$ cat src/sha_pkg.sv
// shared types, constants and round functions for the sha-256 stream hasher
package sha_pkg;

  typedef enum logic [1:0] {
    ACT_ABSORB  = 2'd0,
    ACT_FINISH  = 2'd1,
    ACT_RESTART = 2'd2,
    ACT_NONE    = 2'd3
  } action_e;

  typedef struct packed {
    action_e    action;
    logic [7:0] data_byte;
  } cmd_t;

  typedef enum logic [2:0] {
    ST_IDLE,
    ST_ROUND,
    ST_ADD,
    ST_EMIT
  } core_state_e;

  localparam logic [7:0] PAD_BYTE = 8'h80;

  localparam logic [31:0] ROUND_K [64] = '{
    32'h428A2F98, 32'h71374491, 32'hB5C0FBCF, 32'hE9B5DBA5,
    32'h3956C25B, 32'h59F111F1, 32'h923F82A4, 32'hAB1C5ED5,
    32'hD807AA98, 32'h12835B01, 32'h243185BE, 32'h550C7DC3,
    32'h72BE5D74, 32'h80DEB1FE, 32'h9BDC06A7, 32'hC19BF174,
    32'hE49B69C1, 32'hEFBE4786, 32'h0FC19DC6, 32'h240CA1CC,
    32'h2DE92C6F, 32'h4A7484AA, 32'h5CB0A9DC, 32'h76F988DA,
    32'h983E5152, 32'hA831C66D, 32'hB00327C8, 32'hBF597FC7,
    32'hC6E00BF3, 32'hD5A79147, 32'h06CA6351, 32'h14292967,
    32'h27B70A85, 32'h2E1B2138, 32'h4D2C6DFC, 32'h53380D13,
    32'h650A7354, 32'h766A0ABB, 32'h81C2C92E, 32'h92722C85,
    32'hA2BFE8A1, 32'hA81A664B, 32'hC24B8B70, 32'hC76C51A3,
    32'hD192E819, 32'hD6990624, 32'hF40E3585, 32'h106AA070,
    32'h19A4C116, 32'h1E376C08, 32'h2748774C, 32'h34B0BCB5,
    32'h391C0CB3, 32'h4ED8AA4A, 32'h5B9CCA4F, 32'h682E6FF3,
    32'h748F82EE, 32'h78A5636F, 32'h84C87814, 32'h8CC70208,
    32'h90BEFFFA, 32'hA4506CEB, 32'hBEF9A3F7, 32'hC67178F2
  };

  localparam logic [31:0] INIT_HASH [8] = '{
    32'h6A09E667, 32'hBB67AE85, 32'h3C6EF372, 32'hA54FF53A,
    32'h510E527F, 32'h9B05688C, 32'h1F83D9AB, 32'h5BE0CD19
  };

  function automatic logic [31:0] rotr(input logic [31:0] x, input int unsigned n);
    rotr = (x >> n) | (x << (32 - n));
  endfunction

  function automatic logic [31:0] small_sig0(input logic [31:0] x);
    small_sig0 = rotr(x, 7) ^ rotr(x, 18) ^ (x >> 3);
  endfunction

  function automatic logic [31:0] small_sig1(input logic [31:0] x);
    small_sig1 = rotr(x, 17) ^ rotr(x, 19) ^ (x >> 10);
  endfunction

  function automatic logic [31:0] big_sig0(input logic [31:0] x);
    big_sig0 = rotr(x, 2) ^ rotr(x, 13) ^ rotr(x, 22);
  endfunction

  function automatic logic [31:0] big_sig1(input logic [31:0] x);
    big_sig1 = rotr(x, 6) ^ rotr(x, 11) ^ rotr(x, 25);
  endfunction

endpackage

$ cat src/sha_cmd_fifo.sv
// short command queue between the input front and the hashing back end
module sha_cmd_fifo #(
  parameter int unsigned Depth = 4
) (
  input  logic          clk_i,
  input  logic          rst_ni,
  input  logic          push_i,
  input  sha_pkg::cmd_t push_data_i,
  output logic          full_o,
  input  logic          pop_i,
  output sha_pkg::cmd_t pop_data_o,
  output logic          empty_o
);

  localparam int unsigned AW = (Depth > 1) ? $clog2(Depth) : 1;

  sha_pkg::cmd_t mem_q [Depth];
  logic [AW-1:0] wr_ptr_q, rd_ptr_q;
  logic [AW:0]   count_q;

  assign full_o     = (count_q == (AW+1)'(Depth));
  assign empty_o    = (count_q == '0);
  assign pop_data_o = mem_q[rd_ptr_q];

  always_ff @(posedge clk_i) begin
    if (push_i && !full_o) begin
      mem_q[wr_ptr_q] <= push_data_i;
    end
  end

  always_ff @(posedge clk_i or negedge rst_ni) begin
    if (!rst_ni) begin
      wr_ptr_q <= '0;
      rd_ptr_q <= '0;
      count_q  <= '0;
    end else begin
      if (push_i && !full_o) begin
        wr_ptr_q <= (wr_ptr_q == AW'(Depth - 1)) ? '0 : wr_ptr_q + 1'b1;
      end
      if (pop_i && !empty_o) begin
        rd_ptr_q <= (rd_ptr_q == AW'(Depth - 1)) ? '0 : rd_ptr_q + 1'b1;
      end
      count_q <= count_q + (AW+1)'(push_i && !full_o) - (AW+1)'(pop_i && !empty_o);
    end
  end

  assert property (@(posedge clk_i) disable iff (!rst_ni) full_o |-> !empty_o)
    else $error("fifo full and empty at once");
  assert property (@(posedge clk_i) disable iff (!rst_ni)
    (empty_o && !push_i) |=> empty_o)
    else $error("fifo filled without a push");
  assert property (@(posedge clk_i) disable iff (!rst_ni)
    (full_o && !pop_i) |=> full_o)
    else $error("fifo drained without a pop");

endmodule

$ cat src/sha_core.sv
// back end: block buffer, message state, round engine and digest output
module sha_core (
  input  logic          clk_i,
  input  logic          rst_ni,
  input  logic          cmd_valid_i,
  input  sha_pkg::cmd_t cmd_i,
  output logic          cmd_pop_o,
  output logic          out_valid_o,
  input  logic          out_ready_i,
  output logic [31:0]   digest_word_o,
  output logic [2:0]    word_index_o,
  output logic          last_word_o
);

  sha_pkg::core_state_e state_q, state_d;

  // block buffer as sixteen big-endian words, one byte lane written per absorb
  logic [31:0] buf_q [16];
  logic [6:0]  cnt_q;          // bytes pending, 0..63 between items
  logic [63:0] len_q;
  logic [31:0] cv_q [8];
  logic [31:0] hw_q [8];       // working chaining value of the block in flight
  logic [31:0] v_q [8];
  logic [31:0] w_q [16];
  logic [5:0]  rnd_q;
  logic        fin_q;          // compression belongs to a finish
  logic        second_q;       // finish block index
  logic        two_q;          // finish needs two blocks
  logic [5:0]  rem_q;
  logic [63:0] bits_q;
  logic [2:0]  oidx_q;

  // load phase: block bytes presented word by word during rounds 0..15
  logic [31:0] blk_word;
  logic [31:0] w_new, w_cur;
  logic [31:0] t1, t2;

  function automatic logic [7:0] tail_byte(input logic [6:0] pos, input logic [7:0] stored);
    logic [7:0] b;
    b = 8'h00;
    if (pos[5:0] < rem_q && pos[6] == 1'b0) b = stored;
    if (pos[6:0] == {1'b0, rem_q}) b = sha_pkg::PAD_BYTE;
    if ((two_q && pos >= 7'd120) || (!two_q && pos >= 7'd56 && pos < 7'd64))
      b = bits_q[8*(7 - pos[2:0]) +: 8];
    return b;
  endfunction

  always_comb begin
    logic [6:0]  base;
    logic [31:0] buf_word;
    base     = {second_q, rnd_q[3:0], 2'b00};
    buf_word = buf_q[rnd_q[3:0]];
    if (fin_q) begin
      blk_word = {tail_byte(base, buf_word[31:24]), tail_byte(base + 7'd1, buf_word[23:16]),
                  tail_byte(base + 7'd2, buf_word[15:8]), tail_byte(base + 7'd3, buf_word[7:0])};
    end else begin
      blk_word = buf_word;
    end
    w_new = w_q[rnd_q[3:0]] + sha_pkg::small_sig0(w_q[rnd_q[3:0] + 4'd1])
          + w_q[rnd_q[3:0] + 4'd9] + sha_pkg::small_sig1(w_q[rnd_q[3:0] + 4'd14]);
    w_cur = (rnd_q < 6'd16) ? blk_word : w_new;
    t1 = v_q[7] + sha_pkg::big_sig1(v_q[4])
       + ((v_q[4] & v_q[5]) ^ (~v_q[4] & v_q[6])) + sha_pkg::ROUND_K[rnd_q] + w_cur;
    t2 = sha_pkg::big_sig0(v_q[0])
       + ((v_q[0] & v_q[1]) ^ (v_q[0] & v_q[2]) ^ (v_q[1] & v_q[2]));
  end

  always_ff @(posedge clk_i or negedge rst_ni) begin
    if (!rst_ni) state_q <= sha_pkg::ST_IDLE;
    else         state_q <= state_d;
  end

  always_comb begin
    state_d   = state_q;
    cmd_pop_o = 1'b0;
    unique case (state_q)
      sha_pkg::ST_IDLE: begin
        if (cmd_valid_i) begin
          cmd_pop_o = 1'b1;
          if (cmd_i.action == sha_pkg::ACT_FINISH) state_d = sha_pkg::ST_ROUND;
          else if (cmd_i.action == sha_pkg::ACT_ABSORB && cnt_q == 7'd63)
            state_d = sha_pkg::ST_ROUND;
        end
      end
      sha_pkg::ST_ROUND: if (rnd_q == 6'd63) state_d = sha_pkg::ST_ADD;
      sha_pkg::ST_ADD: begin
        if (!fin_q) state_d = sha_pkg::ST_IDLE;
        else if (two_q && !second_q) state_d = sha_pkg::ST_ROUND;
        else state_d = sha_pkg::ST_EMIT;
      end
      sha_pkg::ST_EMIT: if (out_ready_i && oidx_q == 3'd7) state_d = sha_pkg::ST_IDLE;
      default: state_d = sha_pkg::ST_IDLE;
    endcase
  end

  assign out_valid_o   = (state_q == sha_pkg::ST_EMIT);
  assign digest_word_o = hw_q[oidx_q];
  assign word_index_o  = oidx_q;
  assign last_word_o   = (oidx_q == 3'd7);

  always_ff @(posedge clk_i) begin
    if (state_q == sha_pkg::ST_IDLE && cmd_valid_i
        && cmd_i.action == sha_pkg::ACT_ABSORB) begin
      buf_q[cnt_q[5:2]][{~cnt_q[1:0], 3'b000} +: 8] <= cmd_i.data_byte;
    end
  end

  always_ff @(posedge clk_i) begin
    if (state_q == sha_pkg::ST_IDLE && cmd_valid_i) begin
      rnd_q    <= '0;
      second_q <= 1'b0;
      fin_q    <= (cmd_i.action == sha_pkg::ACT_FINISH);
      rem_q    <= cnt_q[5:0];
      two_q    <= (cnt_q[5:0] >= 6'd56);
      bits_q   <= {len_q[60:0], 3'b000};
      hw_q     <= cv_q;
      v_q      <= cv_q;
    end else if (state_q == sha_pkg::ST_ROUND) begin
      rnd_q          <= rnd_q + 6'd1;
      w_q[rnd_q[3:0]] <= w_cur;
      v_q[7] <= v_q[6];
      v_q[6] <= v_q[5];
      v_q[5] <= v_q[4];
      v_q[4] <= v_q[3] + t1;
      v_q[3] <= v_q[2];
      v_q[2] <= v_q[1];
      v_q[1] <= v_q[0];
      v_q[0] <= t1 + t2;
    end else if (state_q == sha_pkg::ST_ADD) begin
      for (int i = 0; i < 8; i++) begin
        hw_q[i] <= hw_q[i] + v_q[i];
        v_q[i]  <= hw_q[i] + v_q[i];
      end
      rnd_q    <= '0;
      second_q <= 1'b1;
    end
  end

  always_ff @(posedge clk_i or negedge rst_ni) begin
    if (!rst_ni) begin
      cnt_q  <= '0;
      len_q  <= '0;
      oidx_q <= '0;
      cv_q   <= sha_pkg::INIT_HASH;
    end else begin
      if (state_q == sha_pkg::ST_IDLE && cmd_valid_i) begin
        oidx_q <= '0;
        if (cmd_i.action == sha_pkg::ACT_ABSORB) begin
          cnt_q <= (cnt_q == 7'd63) ? 7'd0 : cnt_q + 7'd1;
          len_q <= len_q + 64'd1;
        end else if (cmd_i.action == sha_pkg::ACT_RESTART) begin
          cnt_q <= '0;
          len_q <= '0;
          cv_q  <= sha_pkg::INIT_HASH;
        end
      end
      if (state_q == sha_pkg::ST_ADD && !fin_q) begin
        for (int i = 0; i < 8; i++) cv_q[i] <= hw_q[i] + v_q[i];
      end
      if (state_q == sha_pkg::ST_EMIT && out_ready_i) oidx_q <= oidx_q + 3'd1;
    end
  end

  assert property (@(posedge clk_i) disable iff (!rst_ni)
    (state_q == sha_pkg::ST_EMIT) |-> fin_q)
    else $error("digest emitted outside a finish");
  assert property (@(posedge clk_i) disable iff (!rst_ni)
    cmd_pop_o |-> (state_q == sha_pkg::ST_IDLE))
    else $error("command taken while busy");
  assert property (@(posedge clk_i) disable iff (!rst_ni)
    (state_q == sha_pkg::ST_ROUND && rnd_q == 6'd63) |=> (state_q == sha_pkg::ST_ADD))
    else $error("round count overrun");

endmodule

$ cat src/sha256_stream_hasher_top.sv
// top level: streaming sha-256 hasher with command queue and round engine
// absorb: one transfer per cycle into the queue while it is not full; every 64th byte starts a block compression
// finish: the first padded block is compressed, then a second one when the tail needs it, then eight digest transfers
// throughput is set by the single shared round unit, one round per cycle
// restart and absorb otherwise retire from the queue without a compression
// reset: asynchronous, loads the initial hash value and clears counts and queue
module sha256_stream_hasher_top #(
  parameter int unsigned QueueDepth = 4
) (
  input  logic        clk_i,
  input  logic        rst_ni,
  input  logic        s_axis_tvalid,
  output logic        s_axis_tready,
  input  logic [15:0] s_axis_tdata,   // [1:0] action, [9:2] data_byte, rest zero
  output logic        m_axis_tvalid,
  input  logic        m_axis_tready,
  output logic [39:0] m_axis_tdata,   // [31:0] digest_word, [34:32] word_index, rest zero
  output logic        m_axis_tlast    // last_word
);

  sha_pkg::cmd_t in_cmd, q_cmd;
  logic full, empty, pop;
  logic [31:0] dw;
  logic [2:0]  wi;

  assign in_cmd.action    = sha_pkg::action_e'(s_axis_tdata[1:0]);
  assign in_cmd.data_byte = s_axis_tdata[9:2];
  assign s_axis_tready    = !full;

  sha_cmd_fifo #(.Depth(QueueDepth)) u_fifo (
    .clk_i, .rst_ni,
    .push_i(s_axis_tvalid), .push_data_i(in_cmd), .full_o(full),
    .pop_i(pop), .pop_data_o(q_cmd), .empty_o(empty)
  );

  sha_core u_core (
    .clk_i, .rst_ni,
    .cmd_valid_i(!empty), .cmd_i(q_cmd), .cmd_pop_o(pop),
    .out_valid_o(m_axis_tvalid), .out_ready_i(m_axis_tready),
    .digest_word_o(dw), .word_index_o(wi), .last_word_o(m_axis_tlast)
  );

  assign m_axis_tdata = {5'd0, wi, dw};

endmodule
$ cat config.mk
export PLATFORM = sky130hd
export DESIGN_NAME = sha256_stream_hasher_top
export DESIGN_NICKNAME = d
export VERILOG_FILES = /design/src/sha_pkg.sv /design/src/sha_cmd_fifo.sv /design/src/sha_core.sv /design/src/sha256_stream_hasher_top.sv
export SDC_FILE = /design/constraint.sdc
export NUM_CORES = 2
export LEC_CHECK = 0
export ABC_AREA = 0
export BUFFER_PORTS_ARGS = -buffer_cell sky130_fd_sc_hd__buf_2
export CORE_ASPECT_RATIO = 1.2
export CORE_MARGIN = 2
export CORE_UTILIZATION = 65
export CTS_CLUSTER_DIAMETER = 150
export CTS_CLUSTER_SIZE = 8
export DETAILED_ROUTE_END_ITERATION = 7
export PLACE_DENSITY = 0.81
export SKIP_CTS_REPAIR_TIMING = 1
export SYNTH_ARGS = -nofsm -noshare
export SYNTH_HDL_FRONTEND = slang
export SYNTH_SLANG_ARGS = --single-unit
$ cat constraint.sdc
create_clock -name clk_i -period 19.5 [get_ports clk_i]
set_input_delay 2.925 -clock clk_i [delete_from_list [all_inputs] [get_ports clk_i]]
set_output_delay 2.925 -clock clk_i [all_outputs]
set_load 0.05 [all_outputs]
; ---- Word level (Yosys, flattened, before mapping)
; Memories as Yosys holds them, arrays and structs flattened. A register that Yosys moved wholly into a read port is not among the register bits.
; Cells that the tools add are included.
[classes]
add_sub_neg = 37
order_cmp = 20
eq_ne = 21
shifts = 6
mux = 60
bitwise = 35
reduce_logical = 49
[op_table]
columns = op, n
row1 = 256-bit two-way mux, 9
row2 = 32-bit adder, 18
row3 = 32-bit XOR, 9
row4 = 64-bit by 33-bit variable part select with 8-bit output, 4
row5 = 32-bit two-way mux, 7
row6 = 32-bit bitwise AND, 5
row7 = 64-bit two-way mux, 2
row8 = 32-bit binary-select mux with 3-bit select, 1
row9 = 8-bit two-way mux, 12
row10 = "64-bit by 1-bit adder with 64-bit output, second input constant", 1
row11 = "7-bit >= comparator, second input constant", 5
row12 = 32-bit inverter, 1
row13 = 10-bit by 32-bit bitwise OR with 32-bit output, 1
row14 = 13-bit by 32-bit bitwise OR with 32-bit output, 1
row15 = 14-bit by 32-bit bitwise OR with 32-bit output, 1
row16 = 15-bit by 32-bit bitwise OR with 32-bit output, 1
row17 = 19-bit by 32-bit bitwise OR with 32-bit output, 1
row18 = 21-bit by 32-bit bitwise OR with 32-bit output, 1
row19 = 25-bit by 32-bit bitwise OR with 32-bit output, 1
row20 = 26-bit by 32-bit bitwise OR with 32-bit output, 1
row21 = 30-bit by 32-bit bitwise OR with 32-bit output, 1
row22 = 7-bit by 32-bit bitwise OR with 32-bit output, 1
row23 = "8-bit by 7-bit variable shift with 32-bit output, first input constant", 1
row24 = 8-bit by 7-bit variable part select with 32-bit output, 1
row25 = 51 further kinds, 142
[totals]
register_bits = 928
mem_bits_rw = 1064
mem_bits_ro = 2048
input_bits = 20
output_inout_bits = 43
elab_cells = 269
mem_count = 4
[memory_table]
columns = memory, words, width, rd, rd_ports_with_merged_regs, wr, line_no
row1 = (name not given), 64, 32, 1, 0, 0, sha_core.sv:63  ; + ((v_q[4] & v_q[5]) ^ (~v_q[4] & v_q[6])) + sha_pkg::ROUND_K[rnd_q] + w_cur;
row2 = u_core.buf_q, 16, 32, 1, 1, 1, sha_core.sv:18  ; logic [31:0] buf_q [16];
row3 = u_core.w_q, 16, 32, 4, 1, 1, sha_core.sv:24  ; logic [31:0] w_q [16];
row4 = u_fifo.mem_q, 4, 10, 1, 0, 1, sha_cmd_fifo.sv:17  ; sha_pkg::cmd_t mem_q [Depth];

; ---- Logic depth before layout (Yosys ltp)
; An unclocked memory read counts as a cell.
[logic_depth]
depth_word = 13
mapped_depth = 58
mapped_depth_nobuf = 52

; ---- Hierarchy
; From an unflattened synthesis, not the netlist that was laid out.
[hier_totals]
cells_unflattened = 9471
area_unflattened_um2 = 117909.3
[by_module_without_submodules]
columns = module, n_inst, cells_per_inst, area_each_um2, seq_area_each_um2
row1 = sha_core, 1, 9372, 115934.9, 56819.5
row2 = sha_cmd_fifo, 1, 91, 1925.6, 1376.3
row3 = sha256_stream_hasher_top, 1, 8, 48.8, 0.0

; ---- Worst setup path after synthesis
; No wires, ideal clock.
[synth_timing]
kind = reg-to-reg
from = register u_core.rnd_q[1]
to = register u_core.v_q[255] (netlist bit) (data pin)
setup_time_ns = 0.167
arrival_time_ns = 13.251
required_time_ns = 19.333
setup_slack_ns = 6.082
path_stages_with_launch = 56
period_less_slack_ns = 13.418
path_cell_list = dfxtp_1 -> buf_2 -> buf_1 -> clkbuf_1 -> clkbuf_1 -> buf_2 -> inv_1 -> ha_1 -> buf_4 -> buf_2 -> clkbuf_1 -> buf_1 -> mux4_2 -> mux4_2 -> xnor2_1 -> xnor2_1 -> fa_1 -> inv_1 -> [... 20 more ...] -> nor3_1 -> a21oi_1 -> a21o_1 -> a21oi_1 -> xnor2_1 -> fa_1 -> ha_1 -> nand2_1 -> or2_2 -> o21a_1 -> o31a_1 -> o21ai_1 -> nand4_1 -> a41oi_1 -> xnor2_1 -> xnor2_1 -> nor2_1 -> a211oi_1
[synth_between]
elab_chain_cells = 13
[synth_rtl]
columns = element, line_no
row1 = start: declaration, sha_core.sv:25  ; logic [5:0] rnd_q;
row2 = start signal: assignment, sha_core.sv:119  ; rnd_q <= rnd_q + 6'd1;
row3 = 4-bit by 1-bit adder with 4-bit output, sha_core.sv:59  ; w_new = w_q[rnd_q[3:0]] + sha_pkg::small_sig0(w_q[rnd_q[3:0] + 4'd1])
row4 = memory read 16 x 32 bit, --
row5 = 25-bit by 32-bit bitwise OR with 32-bit output or 14-bit by 32-bit bitwise OR with 32-bit output (tied branches), sha_pkg.sv:50  ; rotr = (x >> n) | (x << (32 - n));
row6 = 32-bit XOR, sha_pkg.sv:54  ; small_sig0 = rotr(x, 7) ^ rotr(x, 18) ^ (x >> 3);
row7 = 32-bit by 29-bit XOR with 32-bit output, sha_pkg.sv:54
row8 = 32-bit adder, sha_core.sv:59
row9 = 32-bit adder (2 in a row), sha_core.sv:60  ; + w_q[rnd_q[3:0] + 4'd9] + sha_pkg::small_sig1(w_q[rnd_q[3:0] + 4'd14]);
row10 = 32-bit two-way mux, sha_core.sv:61  ; w_cur = (rnd_q < 6'd16) ? blk_word : w_new;
row11 = 32-bit adder (*), sha_core.sv:63
row12 = 32-bit adder (*), sha_core.sv:128  ; v_q[0] <= t1 + t2;
row13 = 256-bit two-way mux (*), sha_core.sv:118  ; end else if (state_q == sha_pkg::ST_ROUND) begin
row14 = 256-bit two-way mux (*), sha_core.sv:109  ; if (state_q == sha_pkg::ST_IDLE && cmd_valid_i) begin
row15 = end signal: assignment, sha_core.sv:117  ; v_q <= cv_q;
row16 = end signal: indexed assignment, sha_core.sv:132  ; v_q[i] <= hw_q[i] + v_q[i];
row17 = end: declaration, sha_core.sv:23  ; logic [31:0] v_q [8];
; Every way passes the cells marked *; elsewhere a longest branch is shown, timed or not. The select of a mux whose other input is x is not followed.
; A chain may end at the register's enable or synchronous reset.

; ---- Worst setup path after layout
[layout_timing]
from = register u_core.rnd_q[0]
to = register u_core.v_q[255] (netlist bit) (data pin)
; Same word-level chain as after synthesis.

==> results summary <==
The count of nets left with antenna violations after detail routing is 0. The buffering stage count on the worst path with inverters included came out at 5. The die is 391.8 µm wide.

The number of iterations in the first detailed-routing pass came out at 7. For this design, the slowest cell found on the critical path is sky130_fd_sc_hd__o21ai_0. The average vias per placed instance came out at around 7.4. After floorplanning, the core was sized to cover between 150000 and 200000 µm².

The TritonCTS sink count is 1992. The critical path is of the flip-flop to flip-flop type. The mapped netlist covers around 120000 µm². The placed wire-length estimate is ~250000 µm. The violation count after the first detailed-route iteration came out at 13992. The share of synthesized area in the top cell type comes to 0.4211.

After synthesis, the cell types taking the most area are sky130_fd_sc_hd__edfxtp_1 42%, sky130_fd_sc_hd__mux4_2 14%, sky130_fd_sc_hd__ha_1 4.6%. Counting instances in the post-synthesis netlist gives the leading cell types as 1645 x sky130_fd_sc_hd__edfxtp_1, 926 x sky130_fd_sc_hd__o21ai_0, 748 x sky130_fd_sc_hd__mux4_2, 667 x sky130_fd_sc_hd__nand2_1, 627 x sky130_fd_sc_hd__nor2_1. The die outline height came out at 469.4 µm. The tool flagged a number of max-cap violations equal to 0. The number of different library cells used by synthesis comes to between 90 and 100. The number of cells on the worst hold path came out at 0.

STA classifies the critical path endpoint as a flip-flop. The maximum buffer depth of the clock tree is 4. The count of cells in the finished layout, fillers not included, comes to approximately 12000. The share of the cycle needed by the critical path after routing came out at 0.8170. The min-delay analysis places its worst path in the category flip-flop to flip-flop. The worst setup path is launched from a flip-flop. After clock tree synthesis, the clock-pin slew on the worst setup and hold paths is ~0.05 ns. CTS placed an instance of sky130_fd_sc_hd__clkbuf_16 at the clock tree root. The top-level port count is 63. The minimum setup slack among reg-to-reg paths is approximately 3.6 ns. Between clock sinks in the finished design, the worst skew comes to about 0.15 ns. The cell total after placement came out at around 11000. The top achievable clock speed came out at ~63 MHz. The via count of the first global-routing pass came out at around 86000. The number of enable-type register cells in the synthesized netlist is 1645. The number of warning messages in the yosys log is 0. The commonest register cell after synthesis is sky130_fd_sc_hd__edfxtp_1.

Entering global routing, the biggest net connects 210 pins. The met3 routing resource usage after global routing is 0.1227. The floorplan has 170 rows.

The setup TNS came out at 0 ns. The effective utilization at floorplan came out at 0.6550. The largest fanout on the critical path is 58. The share of async-settable or async-resettable flops after synthesis is 0.1687. The CTS tree is built.

The total congestion overflow came out at 0. The routability congestion estimate came out at 1.015. The startpoint identified for the worst register-to-register timing path is u_core.rnd_q[0]. Summing over every cut layer, the via total after detailed routing is 87251.

The number of max-slew violations in the final report came out at 0. The worst path arrival time came out at between 15 and 20 ns. At the pin with the least slew margin, the transition time is about 1.4 ns. The net total in the final layout is ~9900. The total number of H-tree levels is 5. Broken down by cell family, the worst path's largest delay share belongs to compound AO/OA/AOI/OAI gates. The post-layout minimum cycle time is 15.93 ns. Dividing the synthesized area by the synthesized cell count gives ~13 µm².

The sequential share of the synthesized area came out at 0.4961. The startpoint identified for the worst hold timing path is u_core.len_q[60]. The number of port buffers came out at 51. The synthesized design contains roughly 2000 register bits.

The area growth from synthesis to layout came out at 9.124%. The number of instances in the synthesized netlist is 9341. The number of hold violations in the final report is 0. For this block, the routed nets add up to around 390000 µm of wire.

The flow ran to the end, and the final reports show no timing, DRC or antenna violations. The layer flagged by global routing as most heavily used is met2. The total track usage came out at 0.4285. The clock latency of the later-clocked register in the worst-skew pair is approximately 1 ns. The post-synthesis cell type with the largest combined area is sky130_fd_sc_hd__edfxtp_1. The count of cell instances traversed by the critical path is between 40 and 50. sky130_fd_sc_hd__edfxtp_1 is the most common cell in the netlist. For met1 alone, demand over resource in global routing was 0.5698.

The capturing point of the worst reg2reg path is u_core.v_q[255]. The setup-violating endpoint count in the final report is 0. The required time at the endpoint of the critical path is about 20 ns. The first-pass GRT wire length came out at ~580000 µm. The worst max-slew margin expressed relative to the limit is 0.07172. The CTS buffer count came out at around 300. The worst-case hold path end point is u_core.bits_q[63]. Setup repair after global routing left no endpoint under its margin. Of the cells placed in the final design, the portion with a size suffix greater than 1 is 0.1603. The count of cells along the worst register-to-register path is 45. The final routed wire length divided by cell count is 33.14 µm. The met2 capacity usage during global routing is 0.6358.

The floorplan step defined a die boundary enclosing approximately 180000 µm². The number of antenna violations at the first check in global routing is 8. The delay of the slowest critical-path stage came out at between 0.9 and 1 ns. In the routed design, unresolved DRC markers number 0.
## sequential cells by signal (all words and copies together), names as in the netlist, named ones only
name	cells
u_core.hw_q	256
u_fifo.wr_ptr_q	2
u_core.two_q	1
u_core.buf_q	512
u_fifo.rd_ptr_q	2
u_core.cv_q	256
u_fifo.mem_q	40
u_fifo.count_q	3
u_core.cnt_q	7
u_core.v_q	256
u_core.state_q	2
u_core.rem_q	6
u_core.w_q	512
u_core.second_q	1
u_core.bits_q	61
u_core.rnd_q	6
u_core.word_index_o	3
u_core.fin_q	1
u_core.len_q	61
## kinds of logic after synthesis
| kind of cell | Yosys count | share of synthesized area |
|---|---|---|
| other cells | 1 | 0.00003197 |
| simple gates | 1941 | 0.07361 |
| xor+xnor | 652 | 0.04890 |
| buf+inv | 949 | 0.03096 |
| compound gates | 2269 | 0.1131 |
| mux | 895 | 0.1566 |
| fa+ha+maj | 642 | 0.08063 |
| flops | 1992 | 0.4961 |
## area by class of cell
type                            instances  area, µm²
Fill cell                           11420      51080
Antenna cell                            4      10.01
Sequential cell                      1992      58230
Clock buffer                          445       8137
Clock inverter                          9      115.1
Timing Repair Buffer                  178       1306
Inverter                              392       1479
Multi-Input combinational cell       6404      55720
Tap cell                             2408       3013
## worst max-delay path by stage
stage,endpoint,from,slack (ns)
2_1_floorplan,u_core.v_q[255],u_core.rnd_q[1],6.08
3_3_place_gp,u_core.v_q[255],u_core.rnd_q[0],4.49
3_5_place_dp,u_core.v_q[255],u_core.rnd_q[0],4.48
4_1_cts,u_core.v_q[255],u_core.rnd_q[0],4.22
5_1_grt,u_core.v_q[255],u_core.rnd_q[0],3.44
6_report,u_core.v_q[255],u_core.rnd_q[0],3.57
## cells in the final DEF, fill, tap and decap left out, types with 53 or more instances in the layout
cell / Yosys / final
sky130_fd_sc_hd__edfxtp_1: 1645 / 1645
sky130_fd_sc_hd__o21ai_0: 926 / 920
sky130_fd_sc_hd__mux4_2: 748 / 748
sky130_fd_sc_hd__nand2_1: 667 / 665
sky130_fd_sc_hd__a21oi_1: 619 / 619
sky130_fd_sc_hd__nor2_1: 627 / 611
sky130_fd_sc_hd__ha_1: 428 / 423
sky130_fd_sc_hd__xnor2_1: 411 / 411
sky130_fd_sc_hd__inv_1: 387 / 387
sky130_fd_sc_hd__clkbuf_16: 0 / 304
sky130_fd_sc_hd__xor2_1: 239 / 239
sky130_fd_sc_hd__a21o_1: 204 / 204
sky130_fd_sc_hd__dfrtp_1: 200 / 197
sky130_fd_sc_hd__fa_1: 196 / 196
sky130_fd_sc_hd__nand3_1: 183 / 183
sky130_fd_sc_hd__clkbuf_1: 411 / 141
sky130_fd_sc_hd__dfstp_2: 136 / 136
sky130_fd_sc_hd__buf_4: 7 / 120
sky130_fd_sc_hd__mux2i_1: 100 / 100
sky130_fd_sc_hd__nor3_1: 97 / 93
sky130_fd_sc_hd__nand2b_1: 80 / 78
sky130_fd_sc_hd__nor2b_1: 68 / 67
sky130_fd_sc_hd__o21a_1: 66 / 66
sky130_fd_sc_hd__and2_1: 54 / 54
sky130_fd_sc_hd__o21bai_1: 53 / 53
## per-stage QoR
| stage | cell area (µm²) | setup WS [ns] | hold WS (ns) | util |
|---|---|---|---|---|
| floorplan | 117300 | 6.082 | 0.4231 | - |
| global placement | 119800 | 4.494 | 0.4597 | 0.6687 |
| detailed placement | 119800 | 4.482 | 0.4577 | 0.6687 |
| CTS | 128000 | 4.224 | 0.4721 | 0.7147 |
| global route | 128000 | 3.440 | 0.4940 | 0.7147 |
| finish | 128000 | 3.569 | 0.4766 | 0.7148 |
## metal layers
layer	routed length, µm	vias to the layer above	share of wire
li1	-	35082	-
met5	7	-	0.000018
met4	28660	2	0.073
met1	134400	42908	0.34
met3	53960	1739	0.14
met2	175200	7520	0.45
Power is left out: the tool's default activity adds up to more than one toggle a clock period on the data nets, which glitch-free logic cannot reach.
